===== src/hw/rtl/ymr_pkg.sv =====
`default_nettype none
package ymr_pkg;

  localparam int PAYLOAD_BYTES = 128;
  localparam int FRAME_BYTES = PAYLOAD_BYTES + 5;
  localparam int BUFFER_BYTES = 4096;
  localparam int OFFSET_BITS = $clog2(PAYLOAD_BYTES);

  localparam logic [7:0] SOH_BYTE = 8'h01;
  localparam logic [7:0] EOT_BYTE = 8'h04;
  localparam logic [7:0] ACK_BYTE = 8'h06;
  localparam logic [7:0] NAK_BYTE = 8'h15;
  localparam logic [7:0] C_BYTE = 8'h43;
  localparam logic [15:0] CRC_POLY = 16'h1021;
  localparam logic [24:0] SIZE_LIMIT_RESET = 25'd131072;
  localparam logic [23:0] ERASE1_ADDR = 24'h010000;

  localparam logic [1:0] CMD_BYTE = 2'd0;
  localparam logic [1:0] CMD_END = 2'd1;
  localparam logic [1:0] CMD_READ = 2'd2;

  localparam logic [1:0] PH_START = 2'd0;
  localparam logic [1:0] PH_DATA = 2'd1;
  localparam logic [1:0] PH_EOT2 = 2'd2;
  localparam logic [1:0] PH_END = 2'd3;

  localparam logic [2:0] KIND_REPLY = 3'd0;
  localparam logic [2:0] KIND_ERASE = 3'd1;
  localparam logic [2:0] KIND_FLUSH = 3'd2;
  localparam logic [2:0] KIND_DONE = 3'd3;
  localparam logic [2:0] KIND_ERROR = 3'd4;
  localparam logic [2:0] KIND_READ = 3'd5;

  localparam logic ERR_CRC = 1'b0;
  localparam logic ERR_SIZE = 1'b1;

  // one beat of a reply sequence
  localparam logic [3:0] BT_ERASE0 = 4'd0;
  localparam logic [3:0] BT_ERASE1 = 4'd1;
  localparam logic [3:0] BT_ACK = 4'd2;
  localparam logic [3:0] BT_C = 4'd3;
  localparam logic [3:0] BT_NAK = 4'd4;
  localparam logic [3:0] BT_DONE = 4'd5;
  localparam logic [3:0] BT_FLUSH = 4'd6;
  localparam logic [3:0] BT_ERRCRC = 4'd7;
  localparam logic [3:0] BT_ERRSIZE = 4'd8;
  localparam logic [3:0] BT_READ = 4'd9;

  typedef struct packed {
    logic [2:0] count;
    logic [3:0][3:0] beats;
    logic [23:0] flush_addr;
    logic [31:0] size;
    logic zero_read;
  } desc_t;

  function automatic logic [15:0] crc_byte(input logic [15:0] crc, input logic [7:0] b);
    logic [15:0] c;
    c = crc ^ {b, 8'h00};
    for (int i = 0; i < 8; i++) begin
      if (c[15]) c = {c[14:0], 1'b0} ^ CRC_POLY;
      else c = {c[14:0], 1'b0};
    end
    return c;
  endfunction

endpackage
`default_nettype wire


===== src/hw/rtl/ymr_out.sv =====
`default_nettype none
module ymr_out (
  input wire logic clk,
  input wire logic rst,
  input wire logic desc_valid,
  input wire ymr_pkg::desc_t desc,
  input wire logic [7:0] rdata,
  output logic in_free,
  output logic out_valid,
  input wire logic out_ready,
  output logic [2:0] kind,
  output logic [7:0] value_byte,
  output logic [23:0] flash_address,
  output logic [31:0] transfer_size,
  output logic error_code,
  output logic last
);

  logic a_valid, b_valid;
  ymr_pkg::desc_t a_desc, b_desc;
  logic [7:0] b_data;
  logic [1:0] idx;
  logic b_done, a_move;
  logic [3:0] beat;

  assign last = 3'(idx) == b_desc.count - 3'd1;
  assign b_done = b_valid && out_ready && last;
  assign a_move = a_valid && (!b_valid || b_done);
  assign in_free = !a_valid || a_move;
  assign out_valid = b_valid;
  assign beat = b_desc.beats[idx];

  always_ff @(posedge clk) begin
    if (rst) begin
      a_valid <= 1'b0;
      b_valid <= 1'b0;
      idx <= '0;
    end else begin
      if (in_free) a_valid <= desc_valid;
      if (a_move) begin
        b_valid <= 1'b1;
        idx <= '0;
      end else if (b_done) begin
        b_valid <= 1'b0;
      end else if (b_valid && out_ready) begin
        idx <= idx + 2'd1;
      end
    end
  end

  // read data from the buffer lands while the beat sits in the first stage
  always_ff @(posedge clk) begin
    if (in_free && desc_valid) a_desc <= desc;
    if (a_move) begin
      b_desc <= a_desc;
      b_data <= a_desc.zero_read ? 8'h00 : rdata;
    end
  end

  always_comb begin
    kind = ymr_pkg::KIND_REPLY;
    value_byte = 8'h00;
    flash_address = 24'h0;
    transfer_size = 32'h0;
    error_code = ymr_pkg::ERR_CRC;
    case (beat)
      ymr_pkg::BT_ERASE0: kind = ymr_pkg::KIND_ERASE;
      ymr_pkg::BT_ERASE1: begin
        kind = ymr_pkg::KIND_ERASE;
        flash_address = ymr_pkg::ERASE1_ADDR;
      end
      ymr_pkg::BT_ACK: value_byte = ymr_pkg::ACK_BYTE;
      ymr_pkg::BT_C: value_byte = ymr_pkg::C_BYTE;
      ymr_pkg::BT_NAK: value_byte = ymr_pkg::NAK_BYTE;
      ymr_pkg::BT_DONE: begin
        kind = ymr_pkg::KIND_DONE;
        transfer_size = b_desc.size;
      end
      ymr_pkg::BT_FLUSH: begin
        kind = ymr_pkg::KIND_FLUSH;
        flash_address = b_desc.flush_addr;
      end
      ymr_pkg::BT_ERRCRC: kind = ymr_pkg::KIND_ERROR;
      ymr_pkg::BT_ERRSIZE: begin
        kind = ymr_pkg::KIND_ERROR;
        error_code = ymr_pkg::ERR_SIZE;
      end
      ymr_pkg::BT_READ: begin
        kind = ymr_pkg::KIND_READ;
        value_byte = b_data;
      end
      default: kind = ymr_pkg::KIND_REPLY;
    endcase
  end

endmodule
`default_nettype wire


===== config.mk =====
export PLATFORM = sky130hd
export DESIGN_NAME = ymr_out
export DESIGN_NICKNAME = d
export VERILOG_FILES = /design/src/hw/rtl/ymr_pkg.sv /design/src/hw/rtl/ymr_out.sv
export SDC_FILE = /design/constraint.sdc
export NUM_CORES = 1
export LEC_CHECK = 0
export ABC_CLOCK_PERIOD_IN_PS = 7500
export BUFFER_PORTS_ARGS = -buffer_cell sky130_fd_sc_hd__buf_2
export CORE_ASPECT_RATIO = 1.5
export CORE_MARGIN = 2
export CORE_UTILIZATION = 28
export DETAILED_ROUTE_END_ITERATION = 8
export PLACE_DENSITY_LB_ADDON = 0.08
export SETUP_SLACK_MARGIN = 0.3
export SLEW_MARGIN = 10
export SYNTH_ARGS = -nofsm -noshare
export SYNTH_HDL_FRONTEND = slang
export SYNTH_SLANG_ARGS = --single-unit

===== constraint.sdc =====
create_clock -name clk -period 7.5 [get_ports clk]
set_clock_uncertainty 0.05 [all_clocks]
set_input_delay 2.25 -clock clk [delete_from_list [all_inputs] [get_ports clk]]
set_output_delay 2.25 -clock clk [all_outputs]
set_load 0.01 [all_outputs]

==> metrics.md <==
| Metric | Value |
|---|---|
| Outcome | finished clean |
| Post-synthesis sequential area ratio | between 80% and 90% |
| CTS clk-pin slew, worst paths | about 0.060 ns |
| Hold slack | around 0.36 ns |
| Critical path arrival | between 3 and 4 ns |
| Worst IR drop on VDD | around 190 µV |
| Synth Instances | 304 |
| Synthesized area | 5820 µm² |
| Crit-path max FO | 4 |
| Clk root buf | clkbuf_16 |
| Max-cap violation count | 0 |
| YS warnings | 0 |
| Crit path buf inv count | 3 |
| Remaining antenna violation count | 0 |
| CP Launch Point | out_ready |
| Top FF cell, synth | edfxtp_1 |
| Pre-Repair DR Iteration Count | 4 |
| Die area | roughly 22000 µm² |
| Vias/cell | between 4 and 5 |
| DP Wirelength | about 7600 µm |
| Yosys reg bits | 163 |
| Top delay family on crit path | compound AO/OA/AOI/OAI gates |
| Fill count | slightly below 2k |
| First-pass GRT wire length | around 18000 µm |
| Grt ovf | 0 |
| Critical Path, Cell by Cell | buf_2 -> inv_1 -> o41a_1 -> nand2_1 -> buf_2 |
| Initial core utilization | 28.5% |
| Routed via count | between 3k and 4k |
| CTS max path bufs | 2 |
| Worst Hold Path EP | b_desc[42] |
| Gpl congestion | 0.699 |
| Largest net degree at the start of global routing | 86 |
| CP most frequent cell | buf_2 |
| CTS resizes | 0 |
| Die Height | 181 µm |
| Hold path startpoint | a_desc[42] |
| Final Slew Violations | 0 |
| Slew margin rel. | roughly a fifth |
| Setup crit end kind | primary output |
| Routed WL | roughly 12000 µm |
| Max Fclk | ~180 MHz |
| Period utilization | between 70 and 80% |
| RSZ-0062 raised after global routing | false |
| Area grow syn2layout | 29.4% |
| Port Buffers | about 160 |
| Share of cells above drive strength 1 | between 40% and 50% |
| Synth async-reset ratio | 0% |
| Crit path time final | roughly 5.4 ns |
| CP Launch Type | input port |
| Post-Syn Nets | between 300 and 400 |
| Cells after DPL | a little over 700 |
| Clk sinks | 163 |
| Post CTS Setup Buffer Count | 0 |
| Yosys cell types | 32 |
| Overall Global Routing Usage | 11.2% |
| IO Pins | 159 |
| Critical path class | input port to primary output |
| CORE AREA | slightly above 20000 µm² |
| Reg-to-reg startpoint | idx[0] |
| Final setup viols | 0 |
| Max H-tree Level | 4 |
| Pwr dens | 271 nW/µm² |
| Residual DRC | 0 |
| Leak | around 2.9 nW |
| TNS Setup | 0 ns |
| Hold depth | 0 |
| EDFF count, synth | about 160 |
| Tightest Pin Transition | between 1 and 1.5 ns |
| R2R cell count | 4 |
| Iter 0 DRT Violations | 128 |
| Synth Area per Inst | around 19 µm² |
| Chip width | between 100 and 150 µm |
| R2R Setup Slk | approximately 4.5 ns |
| Post-route insts no fill | 754 |
| R2r endpoint | b_desc[15] |
| # hold bufs at CTS | 0 |
| CP max stage delay | approximately 0.49 ns |
| Routed length per placed instance | about 15 µm |
| Layout Nets | approximately 560 |
| TritonCTS Buffers | 17 |
| Hold Path Class | register to register |
| Vias in the first global route | approximately 3.3k |
| Crit path required time | approximately 5.2 ns |
| Slowest-stage cell, CP | o41a_1 |
| Rows | 64 |
| Antenna violations before repair | 2 |
| CTS tree | done |
| Final hold violations | 0 |
| Clk Latency, worst-skew pair | around 0.42 ns |
[report_power, final]
part	switching, W	total (W)	internal (W)
Sequential	0.0000126	0.00107	0.00106
Combinational	0.0000577	0.0000980	0.0000403
Clock	0.000336	0.000868	0.000532
Total	0.000407	0.00204	0.00163
[routing by layer]
layer,GRT usage [%],share of wire (%),vias to the layer above
li1,-,-,1478
met1,11.4,36,1489
met2,20.0,56,80
met3,4.08,5.4,14
met4,5.38,2.1,0
met5,0,0,-
[synthesized netlist by cell type, types with 4 or more instances]
| cell | n | area [µm²] |
|---|---|---|
| dfxtp_1 | 4 | 80.1 |
| nor2b_1 | 9 | 56.3 |
| and3_1 | 4 | 25.0 |
| nand3b_1 | 4 | 30.0 |
| nand2_1 | 6 | 22.5 |
| and2_1 | 59 | 369 |
| xor2_1 | 4 | 35.0 |
| edfxtp_1 | 159 | 4770 |
| mux4_2 | 4 | 90.1 |
| clkbuf_1 | 5 | 18.8 |
| a21oi_1 | 6 | 30.0 |
| nor2_1 | 8 | 30.0 |
[state kept, by name, summed over array words and instances (netlist names)]
register and cells:
b_desc 75, a_desc 76, idx 2, b_data 8, a_valid 1, out_valid 1
[cells in the final DEF (no fill, tap or decap), drive strengths merged]
master and instances:
nand4 1, dfxtp 4, mux2 2, edfxtp 159, a22o 1, nor2 8, bufinv 3, diode 2
nand3b 4, nor3 4, and3 4, nor2b 9, a21oi 6, nand2 6, mux2i 2, nor3b 1
mux4 4, and2 59, clkinv 3, nand2b 3, ha 1, clkinvlp 3, buf 161, o311ai 1
nand4b 2, clkbuf 23, xor2 4, xnor2 2, or2 1, inv 3, o21ai 2, o41a 1
o31ai 1
[worst register-to-register path, cell delays in order, from the launching register on]
cell and delay, ns:
dfxtp_1 0.73, xnor2_1 0.25, o41a_1 0.53, nor2b_4 0.12
buf_4 0.82
[logic make-up after synthesis]
| kind of cell | synth area share (%) |
|---|---|
| AND/OR/NAND/NOR | 10.9 |
| buffers and inverters | 0.968 |
| flip-flops | 83.4 |
| multiplexers | 2.28 |
| adder cells (fa/ha/maj) | 0.215 |
| XOR/XNOR | 0.903 |
| AO/OA/AOI/OAI | 1.31 |
[how the worst max path moves through the flow]
stage                         to  slack [ns]  depth (start not counted)
3_5_place_dp             in_free        2.10                          5
5_1_grt        transfer_size[14]        1.93                          6
2_1_floorplan          b_data[0]        0.43                          3
6_report                 in_free        2.09                          5
3_3_place_gp             in_free        2.10                          5
4_1_cts        transfer_size[22]        1.63                          5
[stage by stage]
stage	total power [W]	setup WS (ns)	instance area [µm²]	utilization [%]
final	0.00204	2.09	7530	36.9
after global routing	0.00212	1.93	7520	36.8
after CTS	0.00207	1.63	7510	36.8
after detailed placement	0.00119	2.10	6920	33.9
after global placement	0.00119	2.10	6920	33.9
after floorplan	0.00114	0.432	5820	-
[area by class of cell]
cell class | count | area (µm²) | share of cell area (%)
Inverter | 3 | 11.3 | 0.150
Sequential cell | 163 | 4850 | 64.5
Timing Repair Buffer | 161 | 821 | 10.9
Clock inverter | 9 | 131 | 1.75
Antenna cell | 2 | 5.00 | 0.0665
Clock buffer | 23 | 458 | 6.08
Multi-Input combinational cell | 129 | 917 | 12.2
Tap cell | 264 | 330 | 4.39
Power figures use the tool's default switching activity.
