## config.mk

```make
export PLATFORM = sky130hd
export DESIGN_NAME = ymr_core
export DESIGN_NICKNAME = d
export VERILOG_FILES = /design/src/hw/rtl/ymr_pkg.sv /design/src/hw/rtl/ymr_core.sv
export SDC_FILE = /design/constraint.sdc
export NUM_CORES = 1
export LEC_CHECK = 0
export BUFFER_PORTS_ARGS = -buffer_cell sky130_fd_sc_hd__buf_2
export CELL_PAD_IN_SITES_DETAIL_PLACEMENT = 1
export CELL_PAD_IN_SITES_GLOBAL_PLACEMENT = 1
export CORE_MARGIN = 2
export CORE_UTILIZATION = 46
export CTS_CLUSTER_DIAMETER = 100
export CTS_CLUSTER_SIZE = 28
export DETAILED_ROUTE_END_ITERATION = 8
export PLACE_DENSITY_LB_ADDON = 0.1
export SYNTH_ARGS = -nofsm -noshare
export SYNTH_HDL_FRONTEND = slang
export SYNTH_SLANG_ARGS = --single-unit
export TNS_END_PERCENT = 20
```

## constraint.sdc

```tcl
create_clock -name clk -period 7.2 [get_ports clk]
set_input_delay 0 -clock clk [delete_from_list [all_inputs] [get_ports clk]]
set_output_delay 0 -clock clk [all_outputs]
set_load 0.1 [all_outputs]
```

## src/hw/rtl/ymr_pkg.sv

```systemverilog
`default_nettype none
package ymr_pkg;

  localparam int PAYLOAD_BYTES = 128;
  localparam int FRAME_BYTES = PAYLOAD_BYTES + 5;
  localparam int BUFFER_BYTES = 4096;
  localparam int OFFSET_BITS = $clog2(PAYLOAD_BYTES);

  localparam logic [7:0] SOH_BYTE = 8'h01;
  localparam logic [7:0] EOT_BYTE = 8'h04;
  localparam logic [7:0] ACK_BYTE = 8'h06;
  localparam logic [7:0] NAK_BYTE = 8'h15;
  localparam logic [7:0] C_BYTE = 8'h43;
  localparam logic [15:0] CRC_POLY = 16'h1021;
  localparam logic [24:0] SIZE_LIMIT_RESET = 25'd131072;
  localparam logic [23:0] ERASE1_ADDR = 24'h010000;

  localparam logic [1:0] CMD_BYTE = 2'd0;
  localparam logic [1:0] CMD_END = 2'd1;
  localparam logic [1:0] CMD_READ = 2'd2;

  localparam logic [1:0] PH_START = 2'd0;
  localparam logic [1:0] PH_DATA = 2'd1;
  localparam logic [1:0] PH_EOT2 = 2'd2;
  localparam logic [1:0] PH_END = 2'd3;

  localparam logic [2:0] KIND_REPLY = 3'd0;
  localparam logic [2:0] KIND_ERASE = 3'd1;
  localparam logic [2:0] KIND_FLUSH = 3'd2;
  localparam logic [2:0] KIND_DONE = 3'd3;
  localparam logic [2:0] KIND_ERROR = 3'd4;
  localparam logic [2:0] KIND_READ = 3'd5;

  localparam logic ERR_CRC = 1'b0;
  localparam logic ERR_SIZE = 1'b1;

  // one beat of a reply sequence
  localparam logic [3:0] BT_ERASE0 = 4'd0;
  localparam logic [3:0] BT_ERASE1 = 4'd1;
  localparam logic [3:0] BT_ACK = 4'd2;
  localparam logic [3:0] BT_C = 4'd3;
  localparam logic [3:0] BT_NAK = 4'd4;
  localparam logic [3:0] BT_DONE = 4'd5;
  localparam logic [3:0] BT_FLUSH = 4'd6;
  localparam logic [3:0] BT_ERRCRC = 4'd7;
  localparam logic [3:0] BT_ERRSIZE = 4'd8;
  localparam logic [3:0] BT_READ = 4'd9;

  typedef struct packed {
    logic [2:0] count;
    logic [3:0][3:0] beats;
    logic [23:0] flush_addr;
    logic [31:0] size;
    logic zero_read;
  } desc_t;

  function automatic logic [15:0] crc_byte(input logic [15:0] crc, input logic [7:0] b);
    logic [15:0] c;
    c = crc ^ {b, 8'h00};
    for (int i = 0; i < 8; i++) begin
      if (c[15]) c = {c[14:0], 1'b0} ^ CRC_POLY;
      else c = {c[14:0], 1'b0};
    end
    return c;
  endfunction

endpackage
`default_nettype wire

```

## src/hw/rtl/ymr_core.sv

```systemverilog
`default_nettype none
module ymr_core #(
  parameter int BUFFER_BYTES = ymr_pkg::BUFFER_BYTES
) (
  input wire logic clk,
  input wire logic rst,
  input wire logic cfg_we,
  input wire logic [24:0] cfg_wdata,
  input wire logic accept,
  input wire logic [1:0] command,
  input wire logic [7:0] data_byte,
  input wire logic [11:0] read_address,
  output logic busy,
  output logic desc_valid,
  output ymr_pkg::desc_t desc,
  output logic ram_we,
  output logic [$clog2(BUFFER_BYTES)-1:0] ram_waddr,
  output logic [7:0] ram_wdata,
  output logic ram_re,
  output logic [$clog2(BUFFER_BYTES)-1:0] ram_raddr
);

  localparam int ABITS = $clog2(BUFFER_BYTES);
  localparam int SLOTS = BUFFER_BYTES / ymr_pkg::PAYLOAD_BYTES;
  localparam int SW = $clog2(SLOTS);
  localparam int OB = ymr_pkg::OFFSET_BITS;

  logic [ABITS:0] clr_cnt;
  logic [24:0] size_limit;
  logic [1:0] phase, phase_next;
  logic halted, halted_next;
  logic [7:0] expected_block, expected_block_next;
  logic [SW-1:0] slot_count, slot_count_next;
  logic [7:0] flush_block_index, flush_block_index_next;
  logic [7:0] byte_position, byte_position_next;
  logic [7:0] frame_type, frame_type_next;
  logic [7:0] block_number, block_number_next;
  logic [7:0] block_complement, block_complement_next;
  logic [15:0] running_crc, running_crc_next;
  logic [15:0] received_crc, received_crc_next;
  logic zero_seen, zero_seen_next;
  logic [2:0] size_bytes_taken, size_bytes_taken_next;
  logic [31:0] pending_size, pending_size_next;
  logic [31:0] size_held, size_held_next;

  logic hdr_data, null_block, pay_write;
  logic [7:0] off;
  logic [31:0] size_shifted, ra_wide;
  logic [23:0] flush_addr;
  logic [SW:0] slot_inc;

  assign busy = !clr_cnt[ABITS];
  assign hdr_data = phase == ymr_pkg::PH_DATA && frame_type == ymr_pkg::SOH_BYTE &&
                    block_number == expected_block && block_complement == ~block_number;
  assign null_block = block_number == 8'h00 && block_complement == 8'hFF;
  assign off = byte_position - 8'd3;
  assign flush_addr = 24'({flush_block_index, {ABITS{1'b0}}});
  assign slot_inc = {1'b0, slot_count} + 1'b1;
  assign ra_wide = 32'(read_address);

  always_comb begin
    case (size_bytes_taken)
      3'd1: size_shifted = {pending_size[7:0], 24'h0};
      3'd2: size_shifted = {pending_size[15:0], 16'h0};
      3'd3: size_shifted = {pending_size[23:0], 8'h0};
      3'd4: size_shifted = pending_size;
      default: size_shifted = '0;
    endcase
  end

  assign pay_write = accept && !halted && command == ymr_pkg::CMD_BYTE &&
                     byte_position >= 8'd3 && byte_position < 8'(3 + ymr_pkg::PAYLOAD_BYTES) &&
                     hdr_data;
  assign ram_we = busy || pay_write;
  assign ram_waddr = busy ? clr_cnt[ABITS-1:0] : {slot_count, off[OB-1:0]};
  assign ram_wdata = busy ? 8'h00 : data_byte;
  assign ram_re = accept && command == ymr_pkg::CMD_READ;
  assign ram_raddr = ra_wide[ABITS-1:0];

  always_comb begin
    phase_next = phase;
    halted_next = halted;
    expected_block_next = expected_block;
    slot_count_next = slot_count;
    flush_block_index_next = flush_block_index;
    byte_position_next = byte_position;
    frame_type_next = frame_type;
    block_number_next = block_number;
    block_complement_next = block_complement;
    running_crc_next = running_crc;
    received_crc_next = received_crc;
    zero_seen_next = zero_seen;
    size_bytes_taken_next = size_bytes_taken;
    pending_size_next = pending_size;
    size_held_next = size_held;
    desc = '0;
    desc.flush_addr = flush_addr;
    desc_valid = 1'b0;

    if (command == ymr_pkg::CMD_READ) begin
      desc.count = 3'd1;
      desc.beats[0] = ymr_pkg::BT_READ;
      desc.zero_read = !(ra_wide < 32'(BUFFER_BYTES));
    end else if (!halted && command == ymr_pkg::CMD_BYTE) begin
      if (byte_position == 8'd0) frame_type_next = data_byte;
      else if (byte_position == 8'd1) block_number_next = data_byte;
      else if (byte_position == 8'd2) block_complement_next = data_byte;
      else if (byte_position < 8'(3 + ymr_pkg::PAYLOAD_BYTES))
        running_crc_next = ymr_pkg::crc_byte(running_crc, data_byte);
      else if (byte_position < 8'(ymr_pkg::FRAME_BYTES))
        received_crc_next = {received_crc[7:0], data_byte};
      if (zero_seen && size_bytes_taken < 3'd4) begin
        pending_size_next = {pending_size[23:0], data_byte};
        size_bytes_taken_next = size_bytes_taken + 3'd1;
      end else if (!zero_seen && byte_position >= 8'd3 &&
                   byte_position < 8'(ymr_pkg::FRAME_BYTES) && data_byte == 8'h00) begin
        zero_seen_next = 1'b1;
      end
      if (byte_position != 8'hFF) byte_position_next = byte_position + 8'd1;
    end else if (!halted && command == ymr_pkg::CMD_END) begin
      if (byte_position != 8'd0 && frame_type == ymr_pkg::SOH_BYTE &&
          byte_position >= 8'(ymr_pkg::FRAME_BYTES)) begin
        if (running_crc != received_crc) begin
          halted_next = 1'b1;
          desc.count = 3'd1;
          desc.beats[0] = ymr_pkg::BT_ERRCRC;
        end else if (phase == ymr_pkg::PH_START && null_block) begin
          if (size_shifted >= 32'(size_limit)) begin
            halted_next = 1'b1;
            desc.count = 3'd1;
            desc.beats[0] = ymr_pkg::BT_ERRSIZE;
          end else begin
            size_held_next = size_shifted;
            phase_next = ymr_pkg::PH_DATA;
            expected_block_next = 8'd1;
            slot_count_next = '0;
            flush_block_index_next = 8'd0;
            desc.count = 3'd4;
            desc.beats = {ymr_pkg::BT_C, ymr_pkg::BT_ACK, ymr_pkg::BT_ERASE1,
                          ymr_pkg::BT_ERASE0};
          end
        end else if (phase == ymr_pkg::PH_END && null_block) begin
          desc.size = size_held;
          desc.beats[0] = ymr_pkg::BT_DONE;
          desc.beats[1] = ymr_pkg::BT_ACK;
          desc.count = 3'd2;
          if (slot_count != '0) begin
            slot_count_next = '0;
            flush_block_index_next = flush_block_index + 8'd1;
            desc.beats[2] = ymr_pkg::BT_FLUSH;
            desc.count = 3'd3;
          end
          phase_next = ymr_pkg::PH_START;
        end else if (hdr_data) begin
          expected_block_next = expected_block + 8'd1;
          if (slot_inc >= (SW+1)'(SLOTS)) begin
            slot_count_next = '0;
            flush_block_index_next = flush_block_index + 8'd1;
            desc.beats[0] = ymr_pkg::BT_FLUSH;
            desc.beats[1] = ymr_pkg::BT_ACK;
            desc.count = 3'd2;
          end else begin
            slot_count_next = slot_inc[SW-1:0];
            desc.beats[0] = ymr_pkg::BT_ACK;
            desc.count = 3'd1;
          end
        end
      end else if (byte_position != 8'd0 && frame_type == ymr_pkg::EOT_BYTE) begin
        if (phase == ymr_pkg::PH_DATA) begin
          phase_next = ymr_pkg::PH_EOT2;
          desc.beats[0] = ymr_pkg::BT_NAK;
          desc.count = 3'd1;
        end else if (phase == ymr_pkg::PH_EOT2) begin
          phase_next = ymr_pkg::PH_END;
          desc.beats[0] = ymr_pkg::BT_ACK;
          desc.beats[1] = ymr_pkg::BT_C;
          desc.count = 3'd2;
        end
      end
      byte_position_next = 8'd0;
      frame_type_next = 8'd0;
      block_number_next = 8'd0;
      block_complement_next = 8'd0;
      running_crc_next = 16'd0;
      received_crc_next = 16'd0;
      zero_seen_next = 1'b0;
      size_bytes_taken_next = 3'd0;
      pending_size_next = 32'd0;
    end
    desc_valid = accept && desc.count != 3'd0;
  end

  always_ff @(posedge clk) begin
    if (rst) begin
      clr_cnt <= '0;
      size_limit <= ymr_pkg::SIZE_LIMIT_RESET;
      phase <= ymr_pkg::PH_START;
      halted <= 1'b0;
      expected_block <= '0;
      slot_count <= '0;
      flush_block_index <= '0;
      byte_position <= '0;
      frame_type <= '0;
      block_number <= '0;
      block_complement <= '0;
      running_crc <= '0;
      received_crc <= '0;
      zero_seen <= 1'b0;
      size_bytes_taken <= '0;
      pending_size <= '0;
      size_held <= '0;
    end else begin
      if (busy) clr_cnt <= clr_cnt + 1'b1;
      if (cfg_we) size_limit <= cfg_wdata;
      if (accept) begin
        phase <= phase_next;
        halted <= halted_next;
        expected_block <= expected_block_next;
        slot_count <= slot_count_next;
        flush_block_index <= flush_block_index_next;
        byte_position <= byte_position_next;
        frame_type <= frame_type_next;
        block_number <= block_number_next;
        block_complement <= block_complement_next;
        running_crc <= running_crc_next;
        received_crc <= received_crc_next;
        zero_seen <= zero_seen_next;
        size_bytes_taken <= size_bytes_taken_next;
        pending_size <= pending_size_next;
        size_held <= size_held_next;
      end
    end
  end

endmodule
`default_nettype wire

```

==> results.json, run 1 <==
{
  "dp_hpwl_um": 21000,
  "port-buffer-count": 115,
  "drc": 0,
  "fp.dieH_um": 153,
  "core_um2": 21800,
  "clk_pin_slew_ns": 0.07,
  "leakage_nw": 4.86,
  "internal-power_w": 0.00165,
  "hold_path_depth": 0,
  "synth_edf_count": 0,
  "grt_pass1_wl_um": 49600,
  "syn_inst": 1226,
  "worst_clock_skew_ns": 0.0168,
  "hold_end": "ram_raddr[7]",
  "path_max_fanout": 19,
  "hold_class": "input pin to output pin",
  "clockBufferDepth": 2,
  "synth_cell_types": 67,
  "synth_area_um2": 10200,
  "synthTopCellsByArea": "dfxtp_1, nor2_1, mux2i_1",
  "power_frac_comb_pct": 10.0,
  "r2r-end": "expected_block[1]",
  "grt_pass1_vias": 9489,
  "htreeDepth": 4,
  "r2r_cells": 11,
  "cp-start-kind": "flip-flop",
  "routed_wl_um": 30400,
  "synth.largest_area_cell": "dfxtp_1",
  "fmax_mhz": 209,
  "min_from": "read_address[7]",
  "setup_violations": 0,
  "ir_drop_mv": 0.134,
  "period_needed_ns": 4.79,
  "ys_async_sr_fraction_pct": 0,
  "run_status": "finished, final reports clean",
  "ff2ff_setup_slack_ns": 2.88,
  "drt-vias-per-instance": 5.66,
  "numCtsBuffers": 17,
  "grt_setup_unrepaired": "no",
  "syn_avg_cell_area_um2": 8.34,
  "n_fill_cell": 2667,
  "antenna_left": 0,
  "p_switching_w": 0.000637,
  "cts_sinks": 194,
  "synth-seq-cells": 194,
  "cts_tree": "yes",
  "yosysWarnings": 0,
  "post_drt_wl_per_cell_um": 18.8,
  "seq_power_share_pct": 47.8,
  "grt_antenna_before_repair": 0,
  "period_share_pct": 66.5,
  "drtPass1Iterations": 4,
  "slew_violations": 0,
  "vias": 9122,
  "finalNetCount": 1411,
  "relSlewSlack_pct": 27.7,
  "finalHoldViolCount": 0,
  "drive_above_1_share_pct": 13.8,
  "clockPowerShare_pct": 42.2,
  "num_rows": 54,
  "synthToLayoutAreaGrowth_pct": 14.5,
  "hold_ws_ns": 0.0000439,
  "place_congestion": 0.815,
  "grt_max_degree": 79,
  "cap_violations": 0,
  "p_sw_share_pct": 27.8,
  "crit_type": "flip-flop to output pin",
  "synthFlopType": "dfxtp_1",
  "critPathArrivalTime_ns": 4.79,
  "diodes": 0,
  "tightest_slew_ns": 1.08,
  "root_buffer": "clkbuf_16",
  "drt_iter0_markers": 360,
  "ios": 163,
  "die_w_um": 153,
  "synth_top_area_share_pct": 38.0,
  "cp-end-kind": "output pin",
  "worstPathRequired_ns": 7.20,
  "grt_usage_pct": 26.0,
  "r2r_start": "size_bytes_taken[2]",
  "die-area_um2": 23400,
  "clk-insertion-delay-late_ns": 0.44,
  "start_util_pct": 46.8,
  "p_per_area_nw_per_um2": 196,
  "synth-seq-area-share_pct": 38.0,
  "finalSetupTns_ns": 0,
  "grt_remaining_overflow": 0
}
## cell usage in the layout (no fill, tap or decap), types with 23 or more instances in the layout
cell type,instances
dfxtp_1,194
nor2_1,179
buf_2,114
nand2_1,80
a21oi_1,75
and2_1,53
mux2i_1,51
inv_1,45
ha_1,39
nand3_1,38
xor2_1,37
dlygate4sd3_1,34
a22o_1,33
o21ai_0,31
a22oi_1,26
xnor2_1,24
nand2b_1,23
conb_1,23
## worst max-delay path, cell delays in order (launching register included)
cell and delay, ns:
dfxtp_1 0.36, inv_1 0.10, ha_1 0.29, and2_1 0.60, nand2_1 0.12, ha_1 0.30, nand2b_1 0.15, a211oi_1 0.28
o21ai_0 0.16, a311o_1 0.51, a21oi_4 0.26, nor2_1 0.13, o41a_1 0.44, o41a_1 0.37, buf_2 0.30
## cell usage after synthesis (all sizes together), types with 15 or more instances
cell type,instances
inv,45
nand3,39
a22oi,26
xnor2,24
a31oi,19
buf,44
nand2,80
a22o,33
nor2,180
nand2b,23
nor3,17
o21ai,33
xor2,37
clkbuf,57
mux2i,51
and3,15
a21oi,77
ha,39
and2,54
dfxtp,194
## per-stage QoR
stage	instances	worst slack [ns]	power (W)	utilization, %	area [um^2]
2_1_floorplan	1248	1.88	0.00132	-	10300
3_3_place_gp	1548	3.02	0.00133	49.3	10800
3_5_place_dp	1548	2.90	0.00133	49.3	10800
4_1_cts	1613	2.38	0.00231	53.6	11700
5_1_grt	1613	2.09	0.00237	53.6	11700
6_report	1613	2.41	0.00229	53.6	11700
## logic make-up after synthesis
logic type,after synthesis,synth area share [%]
and+or+nand+nor,489,23.9
AOI/OAI and AO/OA,237,15.3
xor gates and xnor gates,61,5.23
muxes,59,5.88
adders and majority gates,39,4.77
other,1,0.0367
DFF,194,38.0
buffers and inverters,146,6.86
## cell type report
| cell class | instances | area, um^2 | share of cell area, % |
|---|---|---|---|
| multi-input cells | 908 | 5740 | 49.1 |
| repair buffers | 155 | 963 | 8.23 |
| clock inverters | 12 | 139 | 1.19 |
| flip-flops and latches | 194 | 3880 | 33.2 |
| well taps | 280 | 350 | 2.99 |
| inverters | 45 | 169 | 1.44 |
| clock buffers | 19 | 453 | 3.87 |
## power groups by stage
stage	logic [W]	registers, W	clock network (W)
3_5_place_dp	0.000212	0.00112	0
4_1_cts	0.000227	0.00109	0.000983
6_report	0.000228	0.00109	0.000966
5_1_grt	0.000244	0.00110	0.00103
3_3_place_gp	0.000207	0.00112	0
2_1_floorplan	0.000203	0.00112	0
## worst max path at each step
stage               slack [ns]         end                 from  cells past startpoint
finish                    2.41  desc_valid  size_bytes_taken[0]                     14
global route              2.09  desc_valid  size_bytes_taken[0]                     14
detailed placement        2.90  desc_valid  size_bytes_taken[0]                     14
global placement          3.02  desc_valid  size_bytes_taken[0]                     14
CTS                       2.38  desc_valid  size_bytes_taken[0]                     14
floorplan                 1.88  desc_valid  size_bytes_taken[0]                     14
## repair_timing
item | CTS | global route
hold buffers | 34 | 0
buffers inserted | 0 | 0
setup endpoints to repair | 0 | 0
gates resized for setup | 0 | 0
endpoints found under the hold margin | 34 | 0
## flip-flops by register name (all words and copies together), names as in the netlist, 13 cells and up
signal and count:
received_crc 16, running_crc 16, pending_size 32, size_held 32
clr_cnt 13, size_limit 25
## metal layers
layer / vias up / wire length [um] / track usage, %
met5: - / 0 / 0
met4: 0 / 624 / 8.38
met3: 46 / 949 / 4.05
met2: 175 / 15400 / 47.0
met1: 4503 / 13400 / 31.5
li1: 4398 / - / -
No activity file was read; power rests on OpenSTA's default activity.
==> inputs of run 2 (changes only) <==
CORE_UTILIZATION = 43   (was 46)
clock period = 4.5 ns   (was 7.2 ns; I/O delays follow)
==> results.json, run 2 (synthesized netlist as in run 1, its figures left out) <==
{
  "run_status": "finished, final reports clean",
  "clk_pin_slew_ns": 0.07,
  "clk-insertion-delay-late_ns": 0.44,
  "start_util_pct": 43.7,
  "grt_pass1_wl_um": 47900,
  "finalHoldViolCount": 0,
  "drc": 0,
  "port-buffer-count": 115,
  "grt_util_met3_pct": 3.61,
  "tightest_slew_ns": 1.08,
  "die-area_um2": 25000,
  "period_needed_ns": 4.31,
  "leakage_nw": 4.92,
  "p_total_w": 0.00367,
  "finalNetCount": 1421,
  "top_regs": "pending_size (32), size_held (32), size_limit (25)",
  "crit_chain": "inv_1 -> ha_2 -> and2_4 -> a22o_1 -> ha_1 -> a211oi_2 -> nor2_1 -> a211o_1 -> a311o_2 -> a21oi_4 -> nor2_1 -> o41a_1 -> o41a_1 -> buf_4",
  "place_congestion": 0.822,
  "p_per_area_nw_per_um2": 309,
  "path_max_fanout": 19,
  "relSlewSlack_pct": 27.6,
  "grt_pass1_vias": 9271,
  "met2_usage_pct": 43.9,
  "hold_class": "input pin to output pin",
  "grt_use_met1_pct": 29.4,
  "num_rows": 56,
  "drt-vias-per-instance": 5.41,
  "cpMaxStageDelayCell": "o41a_1",
  "cts_sinks": 194,
  "root_buffer": "clkbuf_16",
  "slew_violations": 0,
  "post_drt_wl_per_cell_um": 17.8,
  "setup_violations": 0,
  "routed_wl_um": 29600,
  "drtPass1Iterations": 4,
  "core_um2": 23400,
  "fmax_mhz": 232,
  "critPathArrivalTime_ns": 4.31,
  "vias": 8993,
  "worst_clock_skew_ns": 0.0175,
  "grt_most_used_layer": "met2",
  "htreeDepth": 4,
  "crit_type": "flip-flop to output pin",
  "drt_iter0_markers": 374,
  "finish.utilization_pct": 50.8,
  "numCtsBuffers": 17,
  "grt_remaining_overflow": 0,
  "layout_commonest_cell": "dfxtp_1",
  "cts_tree": "yes",
  "dp_hpwl_um": 21000,
  "clockBufferDepth": 2,
  "timing.final.ws_setup_ns": 0.186,
  "cp-end-kind": "output pin",
  "antenna_left": 0,
  "cp-start-kind": "flip-flop",
  "post-place-ws_ns": 0.0354,
  "drive_above_1_share_pct": 15.0,
  "ios": 163,
  "grt_antenna_before_repair": 0,
  "ir_drop_mv": 0.259,
  "worstPathRequired_ns": 4.50,
  "grt_max_degree": 78,
  "slowest_delay_ns": 0.46,
  "diodes": 0,
  "grt_setup_unrepaired": "no",
  "synthToLayoutAreaGrowth_pct": 16.3,
  "die_w_um": 158,
  "fp.dieH_um": 158,
  "cap_violations": 0,
  "period_share_pct": 95.9,
  "mostFrequentLayoutCells": "dfxtp_1, nor2_1, buf_2",
  "grt_usage_pct": 24.1
}
==> run 2: cell types whose count changed in the layout (fill, tap and decap cells not counted), sizes merged <==
cell         change
buf              +9
clkinv           +4
clkinvlp         -2
clkbuf           -1
dlygate4sd3      +1
==> run 2: per-stage QoR <==
stage	setup TNS [ns]	area, um^2	hold WS, ns	std cells
2_1_floorplan	-1.06	10300	0.130	1248
3_3_place_gp	0	10900	0.000681	1594
3_5_place_dp	0	10900	0.000681	1594
4_1_cts	0	11900	0.000681	1661
5_1_grt	0	11900	0.000159	1663
6_report	0	11900	0.0000439	1663
==> run 2: area by class of cell <==
class,count,area (um^2)
clock buffers,18,429
clock inverters,14,168
fillers,2897,11500
inverters,45,169
multi-input cells,908,5780
flip-flops and latches,194,3880
well taps,319,399
repair buffers,165,1060
==> run 2: worst paths after layout <==
kind	from	to	slack [ns]	cells after the start
max reg2reg	size_bytes_taken[1]	expected_block[5]	0.70	13
max	size_bytes_taken[1]	desc_valid	0.19	14
min	read_address[5]	ram_raddr[5]	0.00004	0
min reg2reg	size_held[27]	size_held[27]	0.46	1
==> run 2: timing repair <==
item | in CTS | in global routing
gates resized for setup | 6 | 4
gates cloned | 0 | 0
endpoints found under the hold margin | 34 | 0
hold buffers | 35 | 0
buffers inserted | 0 | 2
endpoints found under the setup margin | 6 | 2
pin swaps | 0 | 1
==> run 2: critical path, delay by kind of cell, from the launching register on <==
family,cells,cell delay [ns]
AO/OA/AOI/OAI,7,2.16
adder cells (fa/ha/maj),2,0.54
buffers and inverters,2,0.34
flip-flops,1,0.39
AND/OR/NAND/NOR,3,0.46
==> run 2: per-layer routing <==
metal  part of all wire, %  vias up
li1                      -     4409
met1                    44     4403
met2                    52      152
met3                   2.7       29
met4                   1.8        0
met5                     0        -
==> run 2: where the power goes <==
part           switching (W)  internal, W
sequential         0.0000152      0.00174
clock               0.000761     0.000796
combinational       0.000267    0.0000957
total                0.00104      0.00263
==> inputs of run 3 (changes only) <==
REMOVE_ABC_BUFFERS = 1   (was not set)
==> results.json, run 3 (synthesized netlist as in run 1, its figures left out) <==
{
  "dpl_cell_area_um2": 10900,
  "routed_wl_um": 29100,
  "ir_drop_mv": 0.194,
  "cp-start-kind": "flip-flop",
  "grt_pass1_wl_um": 46400,
  "period_needed_ns": 4.28,
  "grt_max_degree": 66,
  "start_util_pct": 43.7,
  "grt_remaining_overflow": 0,
  "finish.utilization_pct": 50.7,
  "htreeDepth": 4,
  "grt_antenna_before_repair": 1,
  "critPathArrivalTime_ns": 4.28,
  "run_status": "finished, final reports clean",
  "diodes": 0,
  "drc": 0,
  "hold_ws_ns": 0.000781,
  "cap_violations": 0,
  "place_congestion": 0.836,
  "clockPowerShare_pct": 41.9,
  "finalHoldViolCount": 0,
  "internal-power_w": 0.00264,
  "ios": 163,
  "ff2ff_setup_slack_ns": 0.60,
  "numCtsBuffers": 17,
  "period_share_pct": 95.2,
  "core_um2": 23400,
  "worstPathRequired_ns": 4.50,
  "min_from": "read_address[0]",
  "die_w_um": 158,
  "drive_above_1_share_pct": 15.0,
  "grt_setup_unrepaired": "no",
  "mostFrequentLayoutCells": "dfxtp_1, nor2_1, buf_2",
  "synthToLayoutAreaGrowth_pct": 16.1,
  "relSlewSlack_pct": 27.4,
  "fmax_mhz": 233,
  "port-buffer-count": 115,
  "p_per_area_nw_per_um2": 306,
  "n_fill_cell": 2867,
  "hold_end": "ram_raddr[0]",
  "finalNetCount": 1423,
  "r2r-end": "expected_block[7]",
  "power_frac_comb_pct": 9.9,
  "antenna_left": 0,
  "cts_sinks": 194,
  "r2r_cells": 16,
  "root_buffer": "clkbuf_16",
  "path_max_fanout": 11,
  "layout_commonest_cell": "dfxtp_1",
  "grt_pass1_vias": 9093,
  "dp_hpwl_um": 20800,
  "worst_clock_skew_ns": 0.0156,
  "drt_iter0_markers": 393,
  "slew_violations": 0,
  "fp.dieH_um": 158,
  "vias": 9053,
  "finalInstanceArea_um2": 11900,
  "clockBufferDepth": 2,
  "clk_pin_slew_ns": 0.07,
  "crit_type": "flip-flop to output pin",
  "r2r_start": "size_bytes_taken[1]",
  "hold_path_depth": 0,
  "drtPass1Iterations": 5,
  "grt_usage_pct": 23.4,
  "setup_violations": 0,
  "p_sw_share_pct": 27.3,
  "die-area_um2": 25000,
  "cp-end-kind": "output pin",
  "p_switching_w": 0.000992,
  "hold_class": "input pin to output pin",
  "cts_tree": "yes",
  "seq_power_share_pct": 48.2,
  "drt-vias-per-instance": 5.44,
  "clk-insertion-delay-late_ns": 0.44,
  "num_rows": 56,
  "post_drt_wl_per_cell_um": 17.5,
  "leakage_nw": 4.93,
  "tightest_slew_ns": 1.08,
  "top_regs": "pending_size (32), size_held (32), size_limit (25)"
}
## run 3: cell count changes in the layout (fill, tap and decap cells not counted)
cell	previous run	this run
buf_4	16	18
clkbuf_8	0	2
clkinv_2	1	3
clkinv_4	2	1
clkinv_8	3	0
ha_2	1	2
ha_4	1	0
nor2b_1	6	7
nor2b_2	2	1
o41ai_1	2	3
o41ai_2	1	0
## run 3: per-layer routing
metal | vias to the layer above | wire length [um] | GRT usage, %
met4 | 2 | 342 | 5.79
met3 | 25 | 935 | 4.22
met1 | 4455 | 13000 | 28.4
met2 | 151 | 14900 | 42.6
li1 | 4420 | - | -
met5 | - | 11 | 0
## run 3: final cells by class
type / count / area (um^2) / share of cell area (%)
Clock buffer: 20 / 457 / 3.85
Clock inverter: 12 / 120 / 1.01
Inverter: 45 / 169 / 1.42
Multi-Input combinational cell: 908 / 5760 / 48.6
Sequential cell: 194 / 3880 / 32.8
Tap cell: 319 / 399 / 3.37
Timing Repair Buffer: 167 / 1070 / 9.03
## run 3: stage by stage
step / setup TNS [ns] / cells / total power [W] / setup slack, ns
5_1_grt: 0 / 1665 / 0.00377 / 0.0233
3_3_place_gp: 0 / 1596 / 0.00212 / 0.474
4_1_cts: 0 / 1663 / 0.00367 / 0.0522
2_1_floorplan: -71.27 / 1147 / 0.00202 / -3.18
6_report: 0 / 1665 / 0.00363 / 0.215
3_5_place_dp: 0 / 1596 / 0.00213 / 0.311
## run 3: how the worst max path moves through the flow
stage,startpoint,end,slack [ns],cells after the start
global route,size_bytes_taken[1],desc_valid,0.02,14
detailed placement,size_bytes_taken[0],desc_valid,0.31,14
floorplan,size_bytes_taken[0],desc_valid,-3.18,12
CTS,size_bytes_taken[0],desc_valid,0.05,13
finish,size_bytes_taken[1],desc_valid,0.22,14
global placement,size_bytes_taken[0],desc_valid,0.47,16
## run 3: worst max-delay path: stages, from the launching register on
cell and delay, ns:
dfxtp_1 0.38, inv_1 0.08, ha_2 0.23, and2_4 0.22
a22o_1 0.22, ha_1 0.31, a211oi_2 0.21, nor2_1 0.09
a211o_1 0.28, a311o_2 0.41, a21oi_4 0.23, nor2_1 0.13
o41a_1 0.44, o41a_1 0.37, buf_4 0.24
## run 3: power by group through the flow
| stage | Clock (W) | Sequential, W | Combinational (W) |
|---|---|---|---|
| 6_report | 0.00152 | 0.00175 | 0.000360 |
| 3_5_place_dp | 0 | 0.00179 | 0.000336 |
| 5_1_grt | 0.00162 | 0.00175 | 0.000389 |
| 3_3_place_gp | 0 | 0.00179 | 0.000334 |
| 4_1_cts | 0.00156 | 0.00175 | 0.000362 |
| 2_1_floorplan | 0 | 0.00179 | 0.000232 |
## run 3: repair_timing
| action | 4_1_cts | 5_1_grt |
|---|---|---|
| pin swaps | 0 | 1 |
| buffers inserted | 0 | 2 |
| gates cloned | 0 | 0 |
| endpoints found under the hold margin | 36 | 0 |
| hold buffers | 35 | 0 |
| resized for setup | 5 | 4 |
| endpoints found under the setup margin | 2 | 2 |
